===== src/rtl/gkem_pkg.sv =====
// Shared types and constants for the gamepad to keypad event mapper.
`timescale 1ns / 1ps

package gkem_pkg;

	localparam int KEY_SLOTS_DEF = 16;
	localparam int KEY_W         = 5;
	localparam int NUM_KEYS      = 19;

	localparam logic [KEY_W-1:0] K_UP     = 5'd0;
	localparam logic [KEY_W-1:0] K_DOWN   = 5'd1;
	localparam logic [KEY_W-1:0] K_LEFT   = 5'd2;
	localparam logic [KEY_W-1:0] K_RIGHT  = 5'd3;
	localparam logic [KEY_W-1:0] K_SELECT = 5'd4;
	localparam logic [KEY_W-1:0] K_SOFT1  = 5'd5;
	localparam logic [KEY_W-1:0] K_SOFT2  = 5'd6;
	localparam logic [KEY_W-1:0] K_DIGIT0 = 5'd7;
	localparam logic [KEY_W-1:0] K_STAR   = 5'd17;
	localparam logic [KEY_W-1:0] K_POUND  = 5'd18;

	localparam logic [1:0] REG_LAYOUT  = 2'd0;
	localparam logic [1:0] REG_AXIS_ON = 2'd1;
	localparam logic [1:0] REG_AXIS_OFF = 2'd2;

	localparam logic       LAYOUT_RST  = 1'b1;
	localparam logic [6:0] AXIS_ON_RST  = 7'd56;
	localparam logic [6:0] AXIS_OFF_RST = 7'd40;

	localparam logic [7:0] AXIS_CENTER = 8'd128;
	localparam logic [9:0] DIAG_NUM    = 10'd1000;
	localparam logic [9:0] DIAG_DEN    = 10'd414;

	// last candidate index of each layout
	localparam logic [4:0] CAND_LAST_SIMPLE = 5'd6;
	localparam logic [4:0] CAND_LAST_PHONE  = 5'd20;

	localparam logic [2:0] MSTEP_LAST = 3'd7;

	typedef enum logic [2:0] {
		ST_IDLE,
		ST_MUL,
		ST_DIR,
		ST_BUILD,
		ST_REL,
		ST_PRS,
		ST_FLUSH
	} state_t;

endpackage


===== src/rtl/gamepad_to_keypad_event_mapper_unit.sv =====
// Top level: gamepad poll to keypad press/release event sequencer.
`timescale 1ns / 1ps
// Sequence: a poll runs through accept, multiply, decide and build steps, then release steps
//   over the previous key set, press steps over the current key set and a flush step;
//   out_ready can stall the release, press and flush steps.
// Throughput: one poll at a time; in_ready is high only while idle.
// Reset (arst_n low): latches, sector, key-set count and first-poll flag clear,
//   registers return to phone layout, on offset 56, off offset 40.

module gamepad_to_keypad_event_mapper_unit #(
	parameter int KEY_SLOTS = gkem_pkg::KEY_SLOTS_DEF
) (
	input  logic       clk,
	input  logic       arst_n,
	input  logic       cfg_wr_en,
	input  logic [1:0] cfg_index,
	input  logic [6:0] cfg_wdata,
	input  logic       in_valid,
	output logic       in_ready,
	input  logic [14:0] buttons,
	input  logic [7:0] left_x,
	input  logic [7:0] left_y,
	input  logic [7:0] right_x,
	input  logic [7:0] right_y,
	output logic       out_valid,
	input  logic       out_ready,
	output logic [4:0] key_code,
	output logic       pressed,
	output logic       last
);

	localparam int IW = (KEY_SLOTS > 1) ? $clog2(KEY_SLOTS) : 1;
	localparam int CW = $clog2(KEY_SLOTS + 1);
	localparam int NK = gkem_pkg::NUM_KEYS;
	localparam logic [CW-1:0] SLOTS_C = CW'(KEY_SLOTS);

	// configuration registers
	logic       layout_q;
	logic [6:0] on_q, off_q;

	// captured poll
	logic [14:0] btn_q;
	logic [7:0]  lx_q, ly_q, rx_q, ry_q;

	// sequencer
	gkem_pkg::state_t state_q, state_d;
	logic [2:0] mstep_q;
	logic [4:0] cand_q;
	logic [CW-1:0] ri_q;

	// shared multiplier results
	logic [17:0] prod_q [8];

	// persistent state
	logic [3:0] lat_q;
	logic       sec_v_q;
	logic [4:0] sec_key_q;
	logic       have_prev_q;
	logic [CW-1:0] prev_n_q;
	logic [NK-1:0] prev_mask_q;
	logic [4:0]    prev_keys [KEY_SLOTS];

	// current key set
	logic [CW-1:0] cur_n_q;
	logic [NK-1:0] cur_mask_q;
	logic [4:0]    cur_keys [KEY_SLOTS];
	logic [3:0]    dir_q;

	// pending event (held back until the next event or the flush so its last flag is known) and output register
	logic       pend_v_q, pend_p_q;
	logic [4:0] pend_key_q;
	logic       out_v_q, out_p_q, out_last_q;
	logic [4:0] out_key_q;

	// ---------------------------------------------------------------------
	// Shared multiplier: one 8x10 product per cycle during ST_MUL.
	// Steps: ax^2, ay^2, on^2, off^2, ax*1000, ay*414, ay*1000, ax*414.
	// ---------------------------------------------------------------------
	logic [7:0] ax, ay, mul_a;
	logic [9:0] mul_b;
	logic [17:0] mul_p;

	assign ax = (rx_q >= gkem_pkg::AXIS_CENTER) ? (rx_q - gkem_pkg::AXIS_CENTER)
		: (gkem_pkg::AXIS_CENTER - rx_q);
	assign ay = (ry_q >= gkem_pkg::AXIS_CENTER) ? (ry_q - gkem_pkg::AXIS_CENTER)
		: (gkem_pkg::AXIS_CENTER - ry_q);

	always_comb begin
		unique case (mstep_q)
			3'd0: begin mul_a = ax;          mul_b = {2'b0, ax}; end
			3'd1: begin mul_a = ay;          mul_b = {2'b0, ay}; end
			3'd2: begin mul_a = {1'b0, on_q}; mul_b = {3'b0, on_q}; end
			3'd3: begin mul_a = {1'b0, off_q}; mul_b = {3'b0, off_q}; end
			3'd4: begin mul_a = ax;          mul_b = gkem_pkg::DIAG_NUM; end
			3'd5: begin mul_a = ay;          mul_b = gkem_pkg::DIAG_DEN; end
			3'd6: begin mul_a = ay;          mul_b = gkem_pkg::DIAG_NUM; end
			default: begin mul_a = ax;       mul_b = gkem_pkg::DIAG_DEN; end
		endcase
	end

	assign mul_p = {10'b0, mul_a} * {8'b0, mul_b};

	// ---------------------------------------------------------------------
	// Direction latches and sector decision, evaluated in ST_DIR.
	// ---------------------------------------------------------------------
	function automatic logic latch_next(input logic lat, input logic signed [9:0] ofs,
		input logic [6:0] on, input logic [6:0] off);
		logic signed [9:0] son, soff;
		son  = $signed({3'b0, on});
		soff = $signed({3'b0, off});
		latch_next = lat ? !(ofs < soff) : (ofs > son);
	endfunction

	logic signed [9:0] ofs_up, ofs_dn, ofs_lf, ofs_rt;
	logic [3:0] lat_d;
	logic [18:0] mag;
	logic diag, dx_pos, north_pos;
	logic [3:0] digit;
	logic [4:0] oct_key;
	logic sec_v_d;
	logic [4:0] sec_key_d;

	assign ofs_up = $signed({2'b0, gkem_pkg::AXIS_CENTER}) - $signed({2'b0, ly_q});
	assign ofs_dn = -ofs_up;
	assign ofs_lf = $signed({2'b0, gkem_pkg::AXIS_CENTER}) - $signed({2'b0, lx_q});
	assign ofs_rt = -ofs_lf;

	assign lat_d[0] = latch_next(lat_q[0], ofs_up, on_q, off_q);
	assign lat_d[1] = latch_next(lat_q[1], ofs_dn, on_q, off_q);
	assign lat_d[2] = latch_next(lat_q[2], ofs_lf, on_q, off_q);
	assign lat_d[3] = latch_next(lat_q[3], ofs_rt, on_q, off_q);

	assign mag       = {1'b0, prod_q[0]} + {1'b0, prod_q[1]};
	assign diag      = (prod_q[4] > prod_q[5]) && (prod_q[6] > prod_q[7]);
	assign dx_pos    = rx_q > gkem_pkg::AXIS_CENTER;
	assign north_pos = ry_q < gkem_pkg::AXIS_CENTER;

	always_comb begin
		if (diag) begin
			if (north_pos) digit = dx_pos ? 4'd3 : 4'd1;
			else           digit = dx_pos ? 4'd9 : 4'd7;
		end else if (ax > ay) begin
			digit = dx_pos ? 4'd6 : 4'd4;
		end else begin
			digit = north_pos ? 4'd2 : 4'd8;
		end
	end

	assign oct_key = gkem_pkg::K_DIGIT0 + {1'b0, digit};

	always_comb begin
		sec_v_d   = sec_v_q;
		sec_key_d = sec_key_q;
		if (!sec_v_q) begin
			if (mag > {1'b0, prod_q[2]}) begin
				sec_v_d   = 1'b1;
				sec_key_d = oct_key;
			end
		end else if (mag < {1'b0, prod_q[3]}) begin
			sec_v_d   = 1'b0;
			sec_key_d = gkem_pkg::K_UP;
		end else begin
			sec_key_d = oct_key;
		end
	end

	// ---------------------------------------------------------------------
	// Candidate keys, one per build step, in layout order.
	// ---------------------------------------------------------------------
	logic       cand_v;
	logic [4:0] cand_key;
	logic [4:0] cand_last;

	assign cand_last = layout_q ? gkem_pkg::CAND_LAST_PHONE : gkem_pkg::CAND_LAST_SIMPLE;

	always_comb begin
		cand_v   = 1'b0;
		cand_key = gkem_pkg::K_UP;
		if (!layout_q) begin
			unique case (cand_q)
				5'd0: begin cand_v = dir_q[0]; cand_key = gkem_pkg::K_UP; end
				5'd1: begin cand_v = dir_q[1]; cand_key = gkem_pkg::K_DOWN; end
				5'd2: begin cand_v = dir_q[2]; cand_key = gkem_pkg::K_LEFT; end
				5'd3: begin cand_v = dir_q[3]; cand_key = gkem_pkg::K_RIGHT; end
				5'd4: begin cand_v = btn_q[4]; cand_key = gkem_pkg::K_SELECT; end
				5'd5: begin cand_v = btn_q[8]; cand_key = gkem_pkg::K_SOFT1; end
				5'd6: begin cand_v = btn_q[9]; cand_key = gkem_pkg::K_SOFT2; end
				default: ;
			endcase
		end else begin
			unique case (cand_q)
				5'd0:  begin cand_v = dir_q[0]; cand_key = gkem_pkg::K_UP; end
				5'd1:  begin cand_v = dir_q[0]; cand_key = gkem_pkg::K_DIGIT0 + 5'd2; end
				5'd2:  begin cand_v = dir_q[1]; cand_key = gkem_pkg::K_DOWN; end
				5'd3:  begin cand_v = dir_q[1]; cand_key = gkem_pkg::K_DIGIT0 + 5'd8; end
				5'd4:  begin cand_v = dir_q[2]; cand_key = gkem_pkg::K_LEFT; end
				5'd5:  begin cand_v = dir_q[2]; cand_key = gkem_pkg::K_DIGIT0 + 5'd4; end
				5'd6:  begin cand_v = dir_q[3]; cand_key = gkem_pkg::K_RIGHT; end
				5'd7:  begin cand_v = dir_q[3]; cand_key = gkem_pkg::K_DIGIT0 + 5'd6; end
				5'd8:  begin cand_v = btn_q[4]; cand_key = gkem_pkg::K_SELECT; end
				5'd9:  begin cand_v = btn_q[4]; cand_key = gkem_pkg::K_DIGIT0 + 5'd5; end
				5'd10: begin cand_v = btn_q[5]; cand_key = gkem_pkg::K_STAR; end
				5'd11: begin cand_v = btn_q[6]; cand_key = gkem_pkg::K_DIGIT0; end
				5'd12: begin cand_v = btn_q[7]; cand_key = gkem_pkg::K_POUND; end
				5'd13: begin cand_v = btn_q[8]; cand_key = gkem_pkg::K_DIGIT0 + 5'd1; end
				5'd14: begin cand_v = btn_q[9]; cand_key = gkem_pkg::K_DIGIT0 + 5'd3; end
				5'd15: begin cand_v = btn_q[10]; cand_key = gkem_pkg::K_DIGIT0 + 5'd7; end
				5'd16: begin cand_v = btn_q[11]; cand_key = gkem_pkg::K_DIGIT0 + 5'd9; end
				5'd17: begin cand_v = btn_q[12]; cand_key = gkem_pkg::K_SOFT1; end
				5'd18: begin cand_v = btn_q[13]; cand_key = gkem_pkg::K_SOFT2; end
				5'd19: begin cand_v = sec_v_q;  cand_key = sec_key_q; end
				5'd20: begin cand_v = btn_q[14]; cand_key = gkem_pkg::K_DIGIT0 + 5'd5; end
				default: ;
			endcase
		end
	end

	logic cand_add;
	assign cand_add = cand_v && !cur_mask_q[cand_key] && (cur_n_q < SLOTS_C);

	// ---------------------------------------------------------------------
	// Control: next state and step outputs.
	// ---------------------------------------------------------------------
	logic       out_free, ev_v, ev_p, hold, rel_done, prs_done;
	logic       ev_take, flush_out;
	logic [4:0] ev_key, rel_key, prs_key;

	assign out_free = !out_v_q || out_ready;
	assign rel_key  = prev_keys[ri_q[IW-1:0]];
	assign prs_key  = cur_keys[ri_q[IW-1:0]];
	assign rel_done = !have_prev_q || (ri_q == prev_n_q);
	assign prs_done = ri_q == cur_n_q;

	always_comb begin
		ev_v   = 1'b0;
		ev_p   = 1'b0;
		ev_key = rel_key;
		unique case (state_q)
			gkem_pkg::ST_REL: begin
				ev_v = !rel_done && !cur_mask_q[rel_key];
			end
			gkem_pkg::ST_PRS: begin
				ev_v   = !prs_done && have_prev_q && !prev_mask_q[prs_key];
				ev_p   = 1'b1;
				ev_key = prs_key;
			end
			default: ;
		endcase
		in_ready = state_q == gkem_pkg::ST_IDLE;
		// stall a step whose event would overwrite a pending one that cannot move out
		hold = ev_v && pend_v_q && !out_free;
		// take the step's event into the pending slot
		ev_take = ev_v && !hold;
		// move the final pending event out, marked last
		flush_out = (state_q == gkem_pkg::ST_FLUSH) && pend_v_q && out_free;
	end

	always_comb begin
		state_d = state_q;
		unique case (state_q)
			gkem_pkg::ST_IDLE:  if (in_valid) state_d = gkem_pkg::ST_MUL;
			gkem_pkg::ST_MUL:   if (mstep_q == gkem_pkg::MSTEP_LAST) state_d = gkem_pkg::ST_DIR;
			gkem_pkg::ST_DIR:   state_d = gkem_pkg::ST_BUILD;
			gkem_pkg::ST_BUILD: if (cand_q == cand_last) state_d = gkem_pkg::ST_REL;
			gkem_pkg::ST_REL:   if (rel_done) state_d = gkem_pkg::ST_PRS;
			gkem_pkg::ST_PRS:   if (prs_done) state_d = gkem_pkg::ST_FLUSH;
			gkem_pkg::ST_FLUSH: if (!pend_v_q || out_free) state_d = gkem_pkg::ST_IDLE;
			default:            state_d = gkem_pkg::ST_IDLE;
		endcase
	end

	// ---------------------------------------------------------------------
	// Registers.
	// ---------------------------------------------------------------------
	always_ff @(posedge clk or negedge arst_n) begin
		if (!arst_n) begin
			layout_q <= gkem_pkg::LAYOUT_RST;
			on_q     <= gkem_pkg::AXIS_ON_RST;
			off_q    <= gkem_pkg::AXIS_OFF_RST;
		end else if (cfg_wr_en) begin
			unique case (cfg_index)
				gkem_pkg::REG_LAYOUT:   layout_q <= cfg_wdata[0];
				gkem_pkg::REG_AXIS_ON:  on_q     <= cfg_wdata;
				gkem_pkg::REG_AXIS_OFF: off_q    <= cfg_wdata;
				default: ;
			endcase
		end
	end

	always_ff @(posedge clk or negedge arst_n) begin
		if (!arst_n) begin
			state_q     <= gkem_pkg::ST_IDLE;
			mstep_q     <= '0;
			cand_q      <= '0;
			ri_q        <= '0;
			lat_q       <= '0;
			sec_v_q     <= 1'b0;
			sec_key_q   <= gkem_pkg::K_UP;
			have_prev_q <= 1'b0;
			prev_n_q    <= '0;
			prev_mask_q <= '0;
			cur_n_q     <= '0;
			cur_mask_q  <= '0;
			dir_q       <= '0;
			pend_v_q    <= 1'b0;
			out_v_q     <= 1'b0;
		end else begin
			state_q <= state_d;
			unique case (state_q)
				gkem_pkg::ST_IDLE: begin
					mstep_q    <= '0;
					cand_q     <= '0;
					ri_q       <= '0;
					cur_n_q    <= '0;
					cur_mask_q <= '0;
				end
				gkem_pkg::ST_MUL: mstep_q <= mstep_q + 3'd1;
				gkem_pkg::ST_DIR: begin
					lat_q <= lat_d;
					dir_q <= btn_q[3:0] | lat_d;
					if (layout_q) begin
						sec_v_q   <= sec_v_d;
						sec_key_q <= sec_key_d;
					end
				end
				gkem_pkg::ST_BUILD: begin
					cand_q <= cand_q + 5'd1;
					if (cand_add) begin
						cur_mask_q[cand_key] <= 1'b1;
						cur_n_q              <= cur_n_q + 1'b1;
					end
				end
				gkem_pkg::ST_REL: begin
					if (rel_done) ri_q <= '0;
					else if (!hold) ri_q <= ri_q + 1'b1;
				end
				gkem_pkg::ST_PRS: begin
					if (prs_done) begin
						prev_mask_q <= cur_mask_q;
						prev_n_q    <= cur_n_q;
						have_prev_q <= 1'b1;
					end else if (!hold) begin
						ri_q <= ri_q + 1'b1;
					end
				end
				default: ;
			endcase
			// advance the pending event into the output register; only the flush marks it last
			if (flush_out || (ev_take && pend_v_q)) begin
				out_v_q    <= 1'b1;
				out_key_q  <= pend_key_q;
				out_p_q    <= pend_p_q;
				out_last_q <= flush_out;
			end else if (out_ready) begin
				out_v_q <= 1'b0;
			end
			if (flush_out) begin
				pend_v_q <= 1'b0;
			end else if (ev_take) begin
				pend_v_q   <= 1'b1;
				pend_key_q <= ev_key;
				pend_p_q   <= ev_p;
			end
		end
	end

	// payload registers: captured poll, products and key lists
	always_ff @(posedge clk) begin
		if (in_valid && in_ready) begin
			btn_q <= buttons;
			lx_q  <= left_x;
			ly_q  <= left_y;
			rx_q  <= right_x;
			ry_q  <= right_y;
		end
		if (state_q == gkem_pkg::ST_MUL) prod_q[mstep_q] <= mul_p;
		if (state_q == gkem_pkg::ST_BUILD && cand_add) cur_keys[cur_n_q[IW-1:0]] <= cand_key;
		if (state_q == gkem_pkg::ST_PRS && !prs_done && !hold)
			prev_keys[ri_q[IW-1:0]] <= prs_key;
	end

	assign out_valid = out_v_q;
	assign key_code  = out_key_q;
	assign pressed   = out_p_q;
	assign last      = out_last_q;

	// ---------------------------------------------------------------------
	// Assertions.
	// ---------------------------------------------------------------------
	a_cur_count: assert property (@(posedge clk) disable iff (!arst_n)
		$countones(cur_mask_q) == int'(cur_n_q))
		else $error("current key mask disagrees with key count");

	a_slots: assert property (@(posedge clk) disable iff (!arst_n)
		(cur_n_q <= SLOTS_C) && (prev_n_q <= SLOTS_C))
		else $error("key set exceeds slot count");

	a_idle_clean: assert property (@(posedge clk) disable iff (!arst_n)
		(state_q == gkem_pkg::ST_IDLE) |-> !pend_v_q)
		else $error("event left pending after poll finished");

	a_first_silent: assert property (@(posedge clk) disable iff (!arst_n)
		!have_prev_q |-> !ev_v)
		else $error("event raised on first poll");

endmodule

===== config.mk =====
export PLATFORM = sky130hd
export DESIGN_NAME = gamepad_to_keypad_event_mapper_unit
export DESIGN_NICKNAME = d
export VERILOG_FILES = /design/src/rtl/gkem_pkg.sv /design/src/rtl/gamepad_to_keypad_event_mapper_unit.sv
export SDC_FILE = /design/constraint.sdc
export NUM_CORES = 1
export LEC_CHECK = 0
export BUFFER_PORTS_ARGS = -buffer_cell sky130_fd_sc_hd__buf_2
export CORE_UTILIZATION = 65
export DETAILED_ROUTE_END_ITERATION = 7
export GPL_TIMING_DRIVEN = 1
export PLACE_DENSITY_LB_ADDON = 0.15
export REMOVE_ABC_BUFFERS = 1
export SLEW_MARGIN = 20
export SYNTH_ARGS = -nofsm -noshare
export SYNTH_HDL_FRONTEND = slang
export SYNTH_SLANG_ARGS = --single-unit

===== constraint.sdc =====
create_clock -name clk -period 18.1 [get_ports clk]
set_input_delay 2.715 -clock clk [delete_from_list [all_inputs] [get_ports clk]]
set_output_delay 2.715 -clock clk [all_outputs]
set_load 0.01 [all_outputs]

; ---- Yosys cells after proc, flatten, opt, wreduce, memory -nomap -nowiden
; Memory sizes are Yosys's and may differ from the RTL's.
; Cells that the tools add are included.
[classes]
n_addsub = 14
multipliers = 1
n_div = 0
magnitude_cmp = 22
eq_ne = 46
n_shift = 0
n_mux = 66
bitwise = 3
reduce_logical = 64
[ops]
columns = op, count
row1 = 5-bit one-hot mux with 19 select lines, 1
row2 = 5-bit two-way mux, 10
row3 = 10-bit one-hot mux with 5 select lines, 1
row4 = 5-bit by 4-bit equality test with 1-bit output (second input constant), 8
row5 = 19-bit one-hot mux with 2 select lines, 1
row6 = 18-bit > comparator, 2
row7 = 5-bit equality test (second input constant), 5
row8 = 8-bit one-hot mux with 3 select lines, 1
row9 = 1-bit two-way mux, 23
row10 = 3-bit equality test (second input constant), 7
row11 = 3-bit one-hot mux with 7 select lines, 1
row12 = 5-bit by 3-bit equality test with 1-bit output (second input constant), 4
row13 = 10-bit by 8-bit > comparator with 1-bit output, 2
row14 = 10-bit by 8-bit < comparator with 1-bit output, 2
row15 = 4-bit two-way mux, 5
row16 = 9-bit negator with 10-bit output, 2
row17 = 5-bit one-hot mux with 2 select lines, 2
row18 = 18-bit by 18-bit adder with 19-bit output, 1
row19 = 19-bit by 18-bit > comparator with 1-bit output, 1
row20 = 19-bit by 18-bit < comparator with 1-bit output, 1
row21 = 19-bit two-way mux, 1
row22 = 19-bit bitwise OR, 1
row23 = 9-bit by 8-bit > comparator with 1-bit output, 2
row24 = 5-bit by 6-bit < comparator with 1-bit output (second input constant), 3
row25 = other kinds (49), 129
[word_totals]
reg_bits = 156
latch_bits = 0
mem_bits_rw = 304
mem_bits_ro = 0
output_inout_bits = 9
wordCells = 247
n_memories = 3
[mem_list]
columns = name, words, width, rd, rd_clocked_by_memory_dff, wr, line
row1 = prod_q, 8, 18, 8, 0, 1, gamepad_to_keypad_event_mapper_unit.sv:52  ; logic [17:0] prod_q [8];
row2 = cur_keys, 16, 5, 1, 0, 1, gamepad_to_keypad_event_mapper_unit.sv:66  ; logic [4:0] cur_keys [KEY_SLOTS];
row3 = prev_keys, 16, 5, 1, 0, 1, gamepad_to_keypad_event_mapper_unit.sv:61  ; logic [4:0] prev_keys [KEY_SLOTS];

; ---- Logic depth before layout (Yosys ltp)
; Gate-level depths: netlist of the first run.
; An unclocked memory read counts as a cell.
[logic_depth]
depth_word = 13
ltp_mapped = 27
ltp_nobuf = 26

; ---- Worst setup path before layout of the first run
; Ideal clock, no wire load.
[synth_timing]
kind = register to register
startpoint = register mstep_q[2]
endpoint = memory prod_q[0][16] (data pin)
setup_time_ns = 0.233
arrival_ns = 6.843
required_ns = 17.867
setup_slack_ns = 11.023
stages_incl_launch_ff = 22
synth_period_minus_slack_ns = 7.077
path_cell_list = dfrtp_1 -> clkbuf_1 -> inv_1 -> ha_1 -> clkbuf_1 -> a22o_1 -> a2111oi_0 -> nor2_1 -> fa_1 -> inv_1 -> fa_1 -> fa_1 -> fa_1 -> inv_1 -> ha_1 -> a21oi_1 -> nand2b_1 -> a21boi_0 -> o31a_1 -> o41ai_1 -> or4b_2 -> o211ai_1
[synth_between]
elab_chain_cells = 4
[synth_rtl]
columns = element, line
row1 = from (decl), gamepad_to_keypad_event_mapper_unit.sv:47  ; logic [2:0] mstep_q;
row2 = from (signal assigned), gamepad_to_keypad_event_mapper_unit.sv:317  ; gkem_pkg::ST_MUL: mstep_q <= mstep_q + 3'd1;
row3 = 3-bit equality test or 3-bit by 1-bit equality test with 1-bit output (tied branches), gamepad_to_keypad_event_mapper_unit.sv:89  ; unique case (mstep_q)
row4 = 3-bit OR reduction (no source line) or 2-bit OR reduction (tied branches), -
row5 = 8-bit one-hot mux with 3 select lines or 10-bit one-hot mux with 5 select lines (tied branches), gamepad_to_keypad_event_mapper_unit.sv:89
row6 = 8-bit by 10-bit multiplier with 18-bit output (*), gamepad_to_keypad_event_mapper_unit.sv:101  ; assign mul_p = {10'b0, mul_a} * {8'b0, mul_b};
row7 = via mul_p[16], gamepad_to_keypad_event_mapper_unit.sv:81  ; logic [17:0] mul_p;
row8 = to (decl), gamepad_to_keypad_event_mapper_unit.sv:52
; Mark *: on every way through the listed nets, which the timed path passes. The rest lies on a longest branch.

; ---- Worst setup path in the final report of the first run
[layout_timing]
startpoint = register mstep_q[1]
endpoint = memory prod_q[0][17] (data pin)
; The elaborated chain is that of the path after synthesis.

==> results of run 1 <==
==> cells in the final DEF, fill, tap and decap left out, types with 47 or more instances in the layout <==
master / instances
sky130_fd_sc_hd__buf_2: 68
sky130_fd_sc_hd__ha_1: 212
sky130_fd_sc_hd__o21ai_0: 64
sky130_fd_sc_hd__nor2_1: 184
sky130_fd_sc_hd__edfxtp_1: 364
sky130_fd_sc_hd__nand2_1: 85
sky130_fd_sc_hd__dfrtp_1: 88
sky130_fd_sc_hd__fa_1: 49
sky130_fd_sc_hd__clkbuf_16: 47
sky130_fd_sc_hd__inv_1: 211
sky130_fd_sc_hd__a21oi_1: 66
==> worst paths after layout <==
path / endpoint / slack [ns] / depth (start not counted)
min: pressed$_DFFE_PP_ / 0.42 / 0
max reg2reg: prod_q[0][17]$_DFFE_PP_ / 10.39 / 22
max in group asynchronous: ri_q[1]$_DFFE_PN0P_ / 14.79 / 2
min reg2reg: pressed$_DFFE_PP_ / 0.42 / 0
max: prod_q[0][17]$_DFFE_PP_ / 10.39 / 22
min in group asynchronous: dir_q[0]$_DFFE_PN0P_ / 2.16 / 1
==> routing by layer <==
layer / GRT usage (%) / wire [µm] / vias to the layer above / part of all wire (%)
met5: 0 / 0 / - / 0
met4: 9.08 / 1600 / 0 / 2.8
met3: 4.53 / 3870 / 121 / 6.8
met2: 47.2 / 27300 / 643 / 48
met1: 39.6 / 23900 / 8302 / 42
li1: - / - / 7805 / -
==> worst max-delay path, stage by stage (launching register included) <==
cell and delay [ns]:
sky130_fd_sc_hd__dfrtp_1 0.49, sky130_fd_sc_hd__ha_1 0.25, sky130_fd_sc_hd__ha_1 0.38, sky130_fd_sc_hd__nor4_1 0.18
sky130_fd_sc_hd__nor2_1 0.54, sky130_fd_sc_hd__o211ai_1 0.18, sky130_fd_sc_hd__a21oi_1 0.58, sky130_fd_sc_hd__nor2_1 0.14
sky130_fd_sc_hd__fa_1 0.56, sky130_fd_sc_hd__inv_1 0.05, sky130_fd_sc_hd__fa_1 0.47, sky130_fd_sc_hd__fa_1 0.52
sky130_fd_sc_hd__fa_1 0.55, sky130_fd_sc_hd__inv_1 0.05, sky130_fd_sc_hd__ha_1 0.31, sky130_fd_sc_hd__a21boi_0 0.14
sky130_fd_sc_hd__o21ai_0 0.22, sky130_fd_sc_hd__a21boi_0 0.15, sky130_fd_sc_hd__o21ai_0 0.22, sky130_fd_sc_hd__a21oi_1 0.12
sky130_fd_sc_hd__o41ai_1 0.56, sky130_fd_sc_hd__nor2_1 0.11, sky130_fd_sc_hd__a211oi_1 0.64
==> logic make-up (layout without fill, tap and decap cells) <==
logic type,after synthesis,count (layout),share of synthesized area (%)
DFF,460,460,51.8
adders and majority gates,261,261,14.1
buffers and inverters,260,389,4.05
xor gates and xnor gates,64,64,2.18
AOI/OAI and AO/OA,381,381,10.4
muxes,130,130,7.70
and+or+nand+nor,517,517,9.80
==> layout make-up <==
cell class                      count  area [µm²]  share of cell area (%)
Clock buffer                       60        1220                    4.34
Clock inverter                     28         295                    1.05
Inverter                          213         800                    2.83
Multi-Input combinational cell   1353       11400                    40.4
Sequential cell                   460       13300                    47.3
Tap cell                          518         648                    2.30
Timing Repair Buffer               88         490                    1.74
==> stage by stage <==
stage                     utilization (%)  hold slack (ns)  setup slack, ns  cells
after floorplan                         -            0.400            11.12   2026
after global placement               68.7            0.403            10.70   2632
after detailed placement             68.7            0.405            10.51   2632
after CTS                            72.6            0.419            10.46   2720
after global routing                 72.7            0.426             9.84   2720
final                                72.7            0.417            10.39   2720
==> state kept, by name (all words and copies together), names as in the netlist, 7 cells and up <==
register	count
prod_q	144
cur_keys	80
prev_keys	80
cur_mask_q	19
prev_mask_q	19
btn_q	15
lx_q	8
ly_q	8
rx_q	8
ry_q	8
off_q	7
on_q	7
==> impl_metrics.prom, run 1 <==
# TYPE chip_impl_metric gauge
chip_impl_metric{name="max_cap_violations",unit=""} 0
chip_impl_metric{name="setup_total_negative_slack",unit="ns"} 0
chip_impl_info{name="timing.rr.start",value="mstep_q[1]$_DFFE_PN0P_"} 1
chip_impl_metric{name="maxClockFrequency",unit="MHz"} 130
chip_impl_metric{name="timing.final.crit_period",unit="ns"} 7.71
chip_impl_info{name="timing.critical_path.from_type",value="flop"} 1
chip_impl_metric{name="final_worst_clock_skew",unit="ns"} 0.0329
chip_impl_metric{name="route.detailed.drc",unit=""} 0
chip_impl_metric{name="gp_congestion",unit=""} 0.924
chip_impl_metric{name="std_cell_rows",unit=""} 72
chip_impl_metric{name="layout.nets",unit=""} 2485
chip_impl_metric{name="postSynthCellCount",unit=""} 2073
chip_impl_metric{name="synth-edff-count",unit=""} 364
chip_impl_metric{name="synth-async-reset-ratio",unit="%"} 20.9
chip_impl_metric{name="die-area",unit="µm²"} 40400
chip_impl_metric{name="clock_latency_of_the_later_clocked_register_in_the_worst_skew_pair",unit="ns"} 0.61
chip_impl_metric{name="core_footprint",unit="µm²"} 38800
chip_impl_metric{name="grt_max_degree",unit=""} 53
chip_impl_info{name="critical_path.endpoint_type",value="flop"} 1
chip_impl_metric{name="worst_pin_slew",unit="ns"} 1.14
chip_impl_metric{name="die_width",unit="µm"} 201
chip_impl_info{name="run_status",value="finished clean"} 1
chip_impl_metric{name="wire_per_inst",unit="µm"} 20.8
chip_impl_metric{name="clock_tree.buffer_depth",unit=""} 3
chip_impl_info{name="synth_most_common_cell",value="sky130_fd_sc_hd__edfxtp_1"} 1
chip_impl_metric{name="ant_nets",unit=""} 0
chip_impl_metric{name="fin_area",unit="µm²"} 28200
chip_impl_info{name="grt_setup_unrepaired",value="false"} 1
chip_impl_metric{name="detailedRoute.firstIterationViolations",unit=""} 1274
chip_impl_metric{name="placement.cell_area",unit="µm²"} 26700
chip_impl_metric{name="report.final.setup_viol",unit=""} 0
chip_impl_info{name="startpoint",value="mstep_q[1]$_DFFE_PN0P_"} 1
chip_impl_metric{name="syn_to_layout_area_delta",unit="%"} 9.51
chip_impl_metric{name="grt_use_total",unit="%"} 28.7
chip_impl_metric{name="synth-seq-area-share",unit="%"} 51.8
chip_impl_metric{name="num_antenna_cells",unit=""} 0
chip_impl_metric{name="synthDistinctLibCells",unit=""} 87
chip_impl_metric{name="global_route_wire_length_before_repair",unit="µm"} 90600
chip_impl_metric{name="dr.pass1.iters",unit=""} 5
chip_impl_metric{name="worst_setup_hold_path_clk_slew",unit="ns"} 0.06
chip_impl_metric{name="layout.filler_cells",unit=""} 2621
chip_impl_metric{name="worst-endpoint-required",unit="ns"} 18.37
chip_impl_metric{name="starting_utilization_of_the_core_area",unit="%"} 66.4
chip_impl_info{name="min_path_type",value="flop to flop"} 1
chip_impl_metric{name="numClockSinks",unit=""} 460
chip_impl_metric{name="io-pin-count",unit=""} 70
chip_impl_info{name="cts_tree",value="built"} 1
chip_impl_info{name="cts.root.buffer_cell",value="sky130_fd_sc_hd__clkbuf_16"} 1
chip_impl_metric{name="post-synth-top-area-fraction",unit="%"} 42.4
chip_impl_metric{name="vias_in_the_first_global_route",unit=""} 17000
chip_impl_info{name="synth_flop_cell",value="sky130_fd_sc_hd__edfxtp_1"} 1
chip_impl_metric{name="post_route_clock_period_utilization",unit="%"} 42.6
chip_impl_metric{name="antenna_found_initial",unit=""} 0
chip_impl_metric{name="detail_route.wirelength",unit="µm"} 56700
chip_impl_metric{name="mappedNetlistArea",unit="µm²"} 25800
chip_impl_metric{name="max_slew_margin",unit="%"} 23.1
chip_impl_metric{name="grt_overflow",unit=""} 0
chip_impl_info{name="holdCritStartpoint",value="pend_p_q$_DFFE_PP_"} 1
chip_impl_metric{name="port-buffer-count",unit=""} 69
chip_impl_info{name="ys_top_cells_by_area",value="sky130_fd_sc_hd__edfxtp_1 42%, sky130_fd_sc_hd__ha_1 10%, sky130_fd_sc_hd__dfrtp_1 8.7%"} 1
chip_impl_metric{name="drive_gt1_share",unit="%"} 13.9
chip_impl_metric{name="die_height",unit="µm"} 201
chip_impl_metric{name="place_hpwl",unit="µm"} 40300
chip_impl_metric{name="numCtsBuffers",unit=""} 47
chip_impl_metric{name="cts_repair_resize_count",unit=""} 0
chip_impl_metric{name="critPathArrivalTime",unit="ns"} 7.99
chip_impl_info{name="synth_top_cells_by_count",value="364 x sky130_fd_sc_hd__edfxtp_1, 212 x sky130_fd_sc_hd__ha_1, 211 x sky130_fd_sc_hd__inv_1"} 1
chip_impl_metric{name="maxSlewViolCount",unit=""} 0
chip_impl_metric{name="routed-via-count",unit=""} 16900
chip_impl_info{name="timing.setup.critical_path_class",value="flop to flop"} 1
chip_impl_info{name="synth.largest_area_cell",value="sky130_fd_sc_hd__edfxtp_1"} 1
chip_impl_metric{name="htree_levels",unit=""} 2
chip_impl_metric{name="postCtsSetupBuffers",unit=""} 0
chip_impl_metric{name="critical_path_peak_fanout",unit=""} 10
chip_impl_metric{name="yosysWarnings",unit=""} 0
chip_impl_metric{name="holdBufCountCts",unit=""} 0
chip_impl_metric{name="detail_route.vias_per_cell",unit=""} 6.20
chip_impl_metric{name="ys_ff_latch",unit=""} 460
chip_impl_metric{name="hold_viol_final",unit=""} 0
chip_impl_metric{name="syn_area_per_cell",unit="µm²"} 12.4
Power of run 1 is not shown: default switching activity piles up to over one toggle a cycle in this logic, so the estimate is an artifact.
==> run 2, diff against run 1 <==
- CORE_UTILIZATION: 65 -> 57
- clock period: 18.1 -> 6.5 ns (I/O delays scaled with it)
==> impl_metrics.prom, run 2 (same netlist as run 1, synthesis figures left out) <==
# TYPE chip_impl_metric gauge
chip_impl_info{name="cts.root.buffer_cell",value="sky130_fd_sc_hd__clkbuf_16"} 1
chip_impl_metric{name="routed-via-count",unit=""} 16700
chip_impl_info{name="path_common_cell",value="sky130_fd_sc_hd__fa_1"} 1
chip_impl_metric{name="route.detailed.drc",unit=""} 0
chip_impl_metric{name="core_footprint",unit="µm²"} 44400
chip_impl_info{name="mostFrequentLayoutCell",value="sky130_fd_sc_hd__edfxtp_1"} 1
chip_impl_info{name="timing.setup.critical_path_class",value="flop to flop"} 1
chip_impl_info{name="run_status",value="finished clean"} 1
chip_impl_metric{name="detail_route.vias_per_cell",unit=""} 5.84
chip_impl_metric{name="detail_route.wirelength",unit="µm"} 56000
chip_impl_metric{name="fin_area",unit="µm²"} 29200
chip_impl_metric{name="worst-endpoint-required",unit="ns"} 6.95
chip_impl_info{name="layout_common_cells",value="364 x sky130_fd_sc_hd__edfxtp_1, 210 x sky130_fd_sc_hd__inv_1, 205 x sky130_fd_sc_hd__ha_1, 185 x sky130_fd_sc_hd__nor2_1, 88 x sky130_fd_sc_hd__dfrtp_1"} 1
chip_impl_metric{name="ff2ff_path_depth",unit=""} 23
chip_impl_info{name="critical_path.reg2reg.endpoint",value="prod_q[1][16]$_DFFE_PP_"} 1
chip_impl_metric{name="final_cells",unit=""} 2865
chip_impl_info{name="cts_tree",value="built"} 1
chip_impl_info{name="critical_path.endpoint_type",value="flop"} 1
chip_impl_metric{name="starting_utilization_of_the_core_area",unit="%"} 58.0
chip_impl_metric{name="timing.final.crit_period",unit="ns"} 6.30
chip_impl_metric{name="maxSlewViolCount",unit=""} 0
chip_impl_info{name="startpoint",value="ry_q[3]$_DFFE_PP_"} 1
chip_impl_info{name="registers.top_by_ff_count",value="prod_q"} 1
chip_impl_metric{name="grt_use_total",unit="%"} 24.9
chip_impl_metric{name="gp_congestion",unit=""} 0.852
chip_impl_metric{name="place_hpwl",unit="µm"} 40100
chip_impl_metric{name="max_cap_violations",unit=""} 0
chip_impl_metric{name="critical_path.n_buffers_inverters",unit=""} 6
chip_impl_metric{name="maxClockFrequency",unit="MHz"} 159
chip_impl_metric{name="setup_total_negative_slack",unit="ns"} 0
chip_impl_metric{name="die-area",unit="µm²"} 46100
chip_impl_metric{name="clock_tree.buffer_depth",unit=""} 3
chip_impl_metric{name="worst_pin_slew",unit="ns"} 1.08
chip_impl_metric{name="cp_num_cells",unit=""} 23
chip_impl_metric{name="numCtsBuffers",unit=""} 49
chip_impl_metric{name="detailedRoute.firstIterationViolations",unit=""} 1208
chip_impl_metric{name="antenna_found_initial",unit=""} 2
chip_impl_metric{name="setup.reg_to_reg.worst_slack",unit="ns"} 0.20
chip_impl_metric{name="std_cell_rows",unit=""} 77
chip_impl_info{name="path_delay_family",value="adder cells"} 1
chip_impl_metric{name="place.detailed.instances",unit=""} 2760
chip_impl_metric{name="hold_viol_final",unit=""} 0
chip_impl_metric{name="report.final.setup_viol",unit=""} 0
chip_impl_info{name="timing.critical_path.from_type",value="flop"} 1
chip_impl_metric{name="htree_levels",unit=""} 2
chip_impl_info{name="min_path_type",value="primary input to async pin"} 1
chip_impl_metric{name="grt_max_degree",unit=""} 52
chip_impl_metric{name="worst_setup_hold_path_clk_slew",unit="ns"} 0.06
chip_impl_metric{name="max_slew_margin",unit="%"} 27.5
chip_impl_metric{name="grt_overflow",unit=""} 0
chip_impl_metric{name="dr.pass1.iters",unit=""} 5
chip_impl_metric{name="clock_latency_of_the_later_clocked_register_in_the_worst_skew_pair",unit="ns"} 0.62
chip_impl_metric{name="numClockSinks",unit=""} 460
chip_impl_metric{name="final_worst_clock_skew",unit="ns"} 0.0385
chip_impl_metric{name="port-buffer-count",unit=""} 69
chip_impl_metric{name="die_height",unit="µm"} 215
chip_impl_info{name="worst_path_cell_with_the_longest_stage_delay",value="sky130_fd_sc_hd__fa_1"} 1
chip_impl_metric{name="layout.nets",unit=""} 2555
chip_impl_metric{name="largest_register_ff_count",unit=""} 144
chip_impl_info{name="timing.rr.start",value="ry_q[3]$_DFFE_PP_"} 1
chip_impl_info{name="endpoint",value="prod_q[1][16]$_DFFE_PP_"} 1
chip_impl_metric{name="critPathArrivalTime",unit="ns"} 6.74
chip_impl_metric{name="drive_gt1_share",unit="%"} 18.2
chip_impl_metric{name="num_antenna_cells",unit=""} 0
chip_impl_metric{name="syn_to_layout_area_delta",unit="%"} 13.5
chip_impl_metric{name="post_route_clock_period_utilization",unit="%"} 96.9
chip_impl_metric{name="global_route_wire_length_before_repair",unit="µm"} 90200
chip_impl_info{name="path_cells",value="or3_4 -> or3_4 -> nor2b_2 -> xnor2_2 -> o22ai_1 -> nor3_1 -> buf_4 -> buf_4 -> or2_2 -> fa_1 -> inv_1 -> fa_1 -> fa_1 -> inv_1 -> fa_1 -> inv_2 -> ha_4 -> a21boi_1 -> o31a_1 -> o41ai_2 -> or4b_4 -> o211ai_1 -> buf_4"} 1
chip_impl_metric{name="cp_slowest_stage_delay",unit="ns"} 0.53
chip_impl_metric{name="die_width",unit="µm"} 215
chip_impl_metric{name="placement.cell_area",unit="µm²"} 27200
chip_impl_metric{name="wire_per_inst",unit="µm"} 19.6
chip_impl_metric{name="io-pin-count",unit=""} 70
chip_impl_metric{name="critical_path_peak_fanout",unit=""} 8
chip_impl_metric{name="ant_nets",unit=""} 0
chip_impl_metric{name="vias_in_the_first_global_route",unit=""} 17000
## run 2: worst min path at each step
| stage | from | to | slack (ns) | cells after the start |
|---|---|---|---|---|
| floorplan | pend_key_q[0]$_DFFE_PP_ | key_code[0]$_DFFE_PP_ | 0.40 | 0 |
| global placement | pend_key_q[2]$_DFFE_PP_ | key_code[2]$_DFFE_PP_ | 0.40 | 0 |
| detailed placement | pend_key_q[4]$_DFFE_PP_ | key_code[4]$_DFFE_PP_ | 0.40 | 0 |
| CTS | arst_n | prev_n_q[0]$_DFFE_PN0P_ | 0.40 | 1 |
| global route | pend_key_q[0]$_DFFE_PP_ | key_code[0]$_DFFE_PP_ | 0.43 | 0 |
| finish | arst_n | prev_n_q[0]$_DFFE_PN0P_ | 0.38 | 1 |
## run 2: stage by stage
| stage | hold slack (ns) | setup WS [ns] | util [%] |
|---|---|---|---|
| 6_report | 0.381 | 0.204 | 65.8 |
| 5_1_grt | 0.427 | -0.0949 | 65.8 |
| 4_1_cts | 0.399 | -0.000358 | 65.1 |
| 3_5_place_dp | 0.405 | -0.194 | 61.2 |
| 3_3_place_gp | 0.404 | -0.0538 | 61.2 |
| 2_1_floorplan | 0.400 | -0.481 | - |
## run 2: area by class of cell
cell class	instances	area [µm²]
well taps	592	741
clock buffers	57	1270
repair buffers	156	1000
flip-flops and latches	460	13300
fillers	3250	15200
inverters	213	800
clock inverters	34	443
multi-input cells	1353	11600
## run 2: worst register-to-register path: stages (launching register included)
cell	delay, ns
sky130_fd_sc_hd__edfxtp_1	0.39
sky130_fd_sc_hd__or3_4	0.40
sky130_fd_sc_hd__or3_4	0.33
sky130_fd_sc_hd__nor2b_2	0.17
sky130_fd_sc_hd__xnor2_2	0.14
sky130_fd_sc_hd__o22ai_1	0.12
sky130_fd_sc_hd__nor3_1	0.07
sky130_fd_sc_hd__buf_4	0.16
sky130_fd_sc_hd__buf_4	0.13
sky130_fd_sc_hd__or2_2	0.30
sky130_fd_sc_hd__fa_1	0.53
sky130_fd_sc_hd__inv_1	0.05
sky130_fd_sc_hd__fa_1	0.47
sky130_fd_sc_hd__fa_1	0.49
sky130_fd_sc_hd__inv_1	0.05
sky130_fd_sc_hd__fa_1	0.49
sky130_fd_sc_hd__inv_2	0.05
sky130_fd_sc_hd__ha_4	0.23
sky130_fd_sc_hd__a21boi_1	0.15
sky130_fd_sc_hd__o31a_1	0.34
sky130_fd_sc_hd__o41ai_2	0.32
sky130_fd_sc_hd__or4b_4	0.49
sky130_fd_sc_hd__o211ai_1	0.11
sky130_fd_sc_hd__buf_4	0.18
## run 2: what timing repair did
action / 4_1_cts / 5_1_grt
buffers inserted: 2 / 12
hold buffers: 0 / 0
resized for setup: 5 / 39
endpoints found under the setup margin: 54 / 72
pin swaps: 0 / 15
## run 2: routing by layer
metal  up-vias  GRT usage, %  share of wire (%)
met5         -             0              0.016
met4         2          7.71                2.5
met3        92          3.65                5.3
met2       440          41.7                 48
met1      8239          33.6                 44
li1       7947             -                  -
Power of run 2 is left out for the same reason.
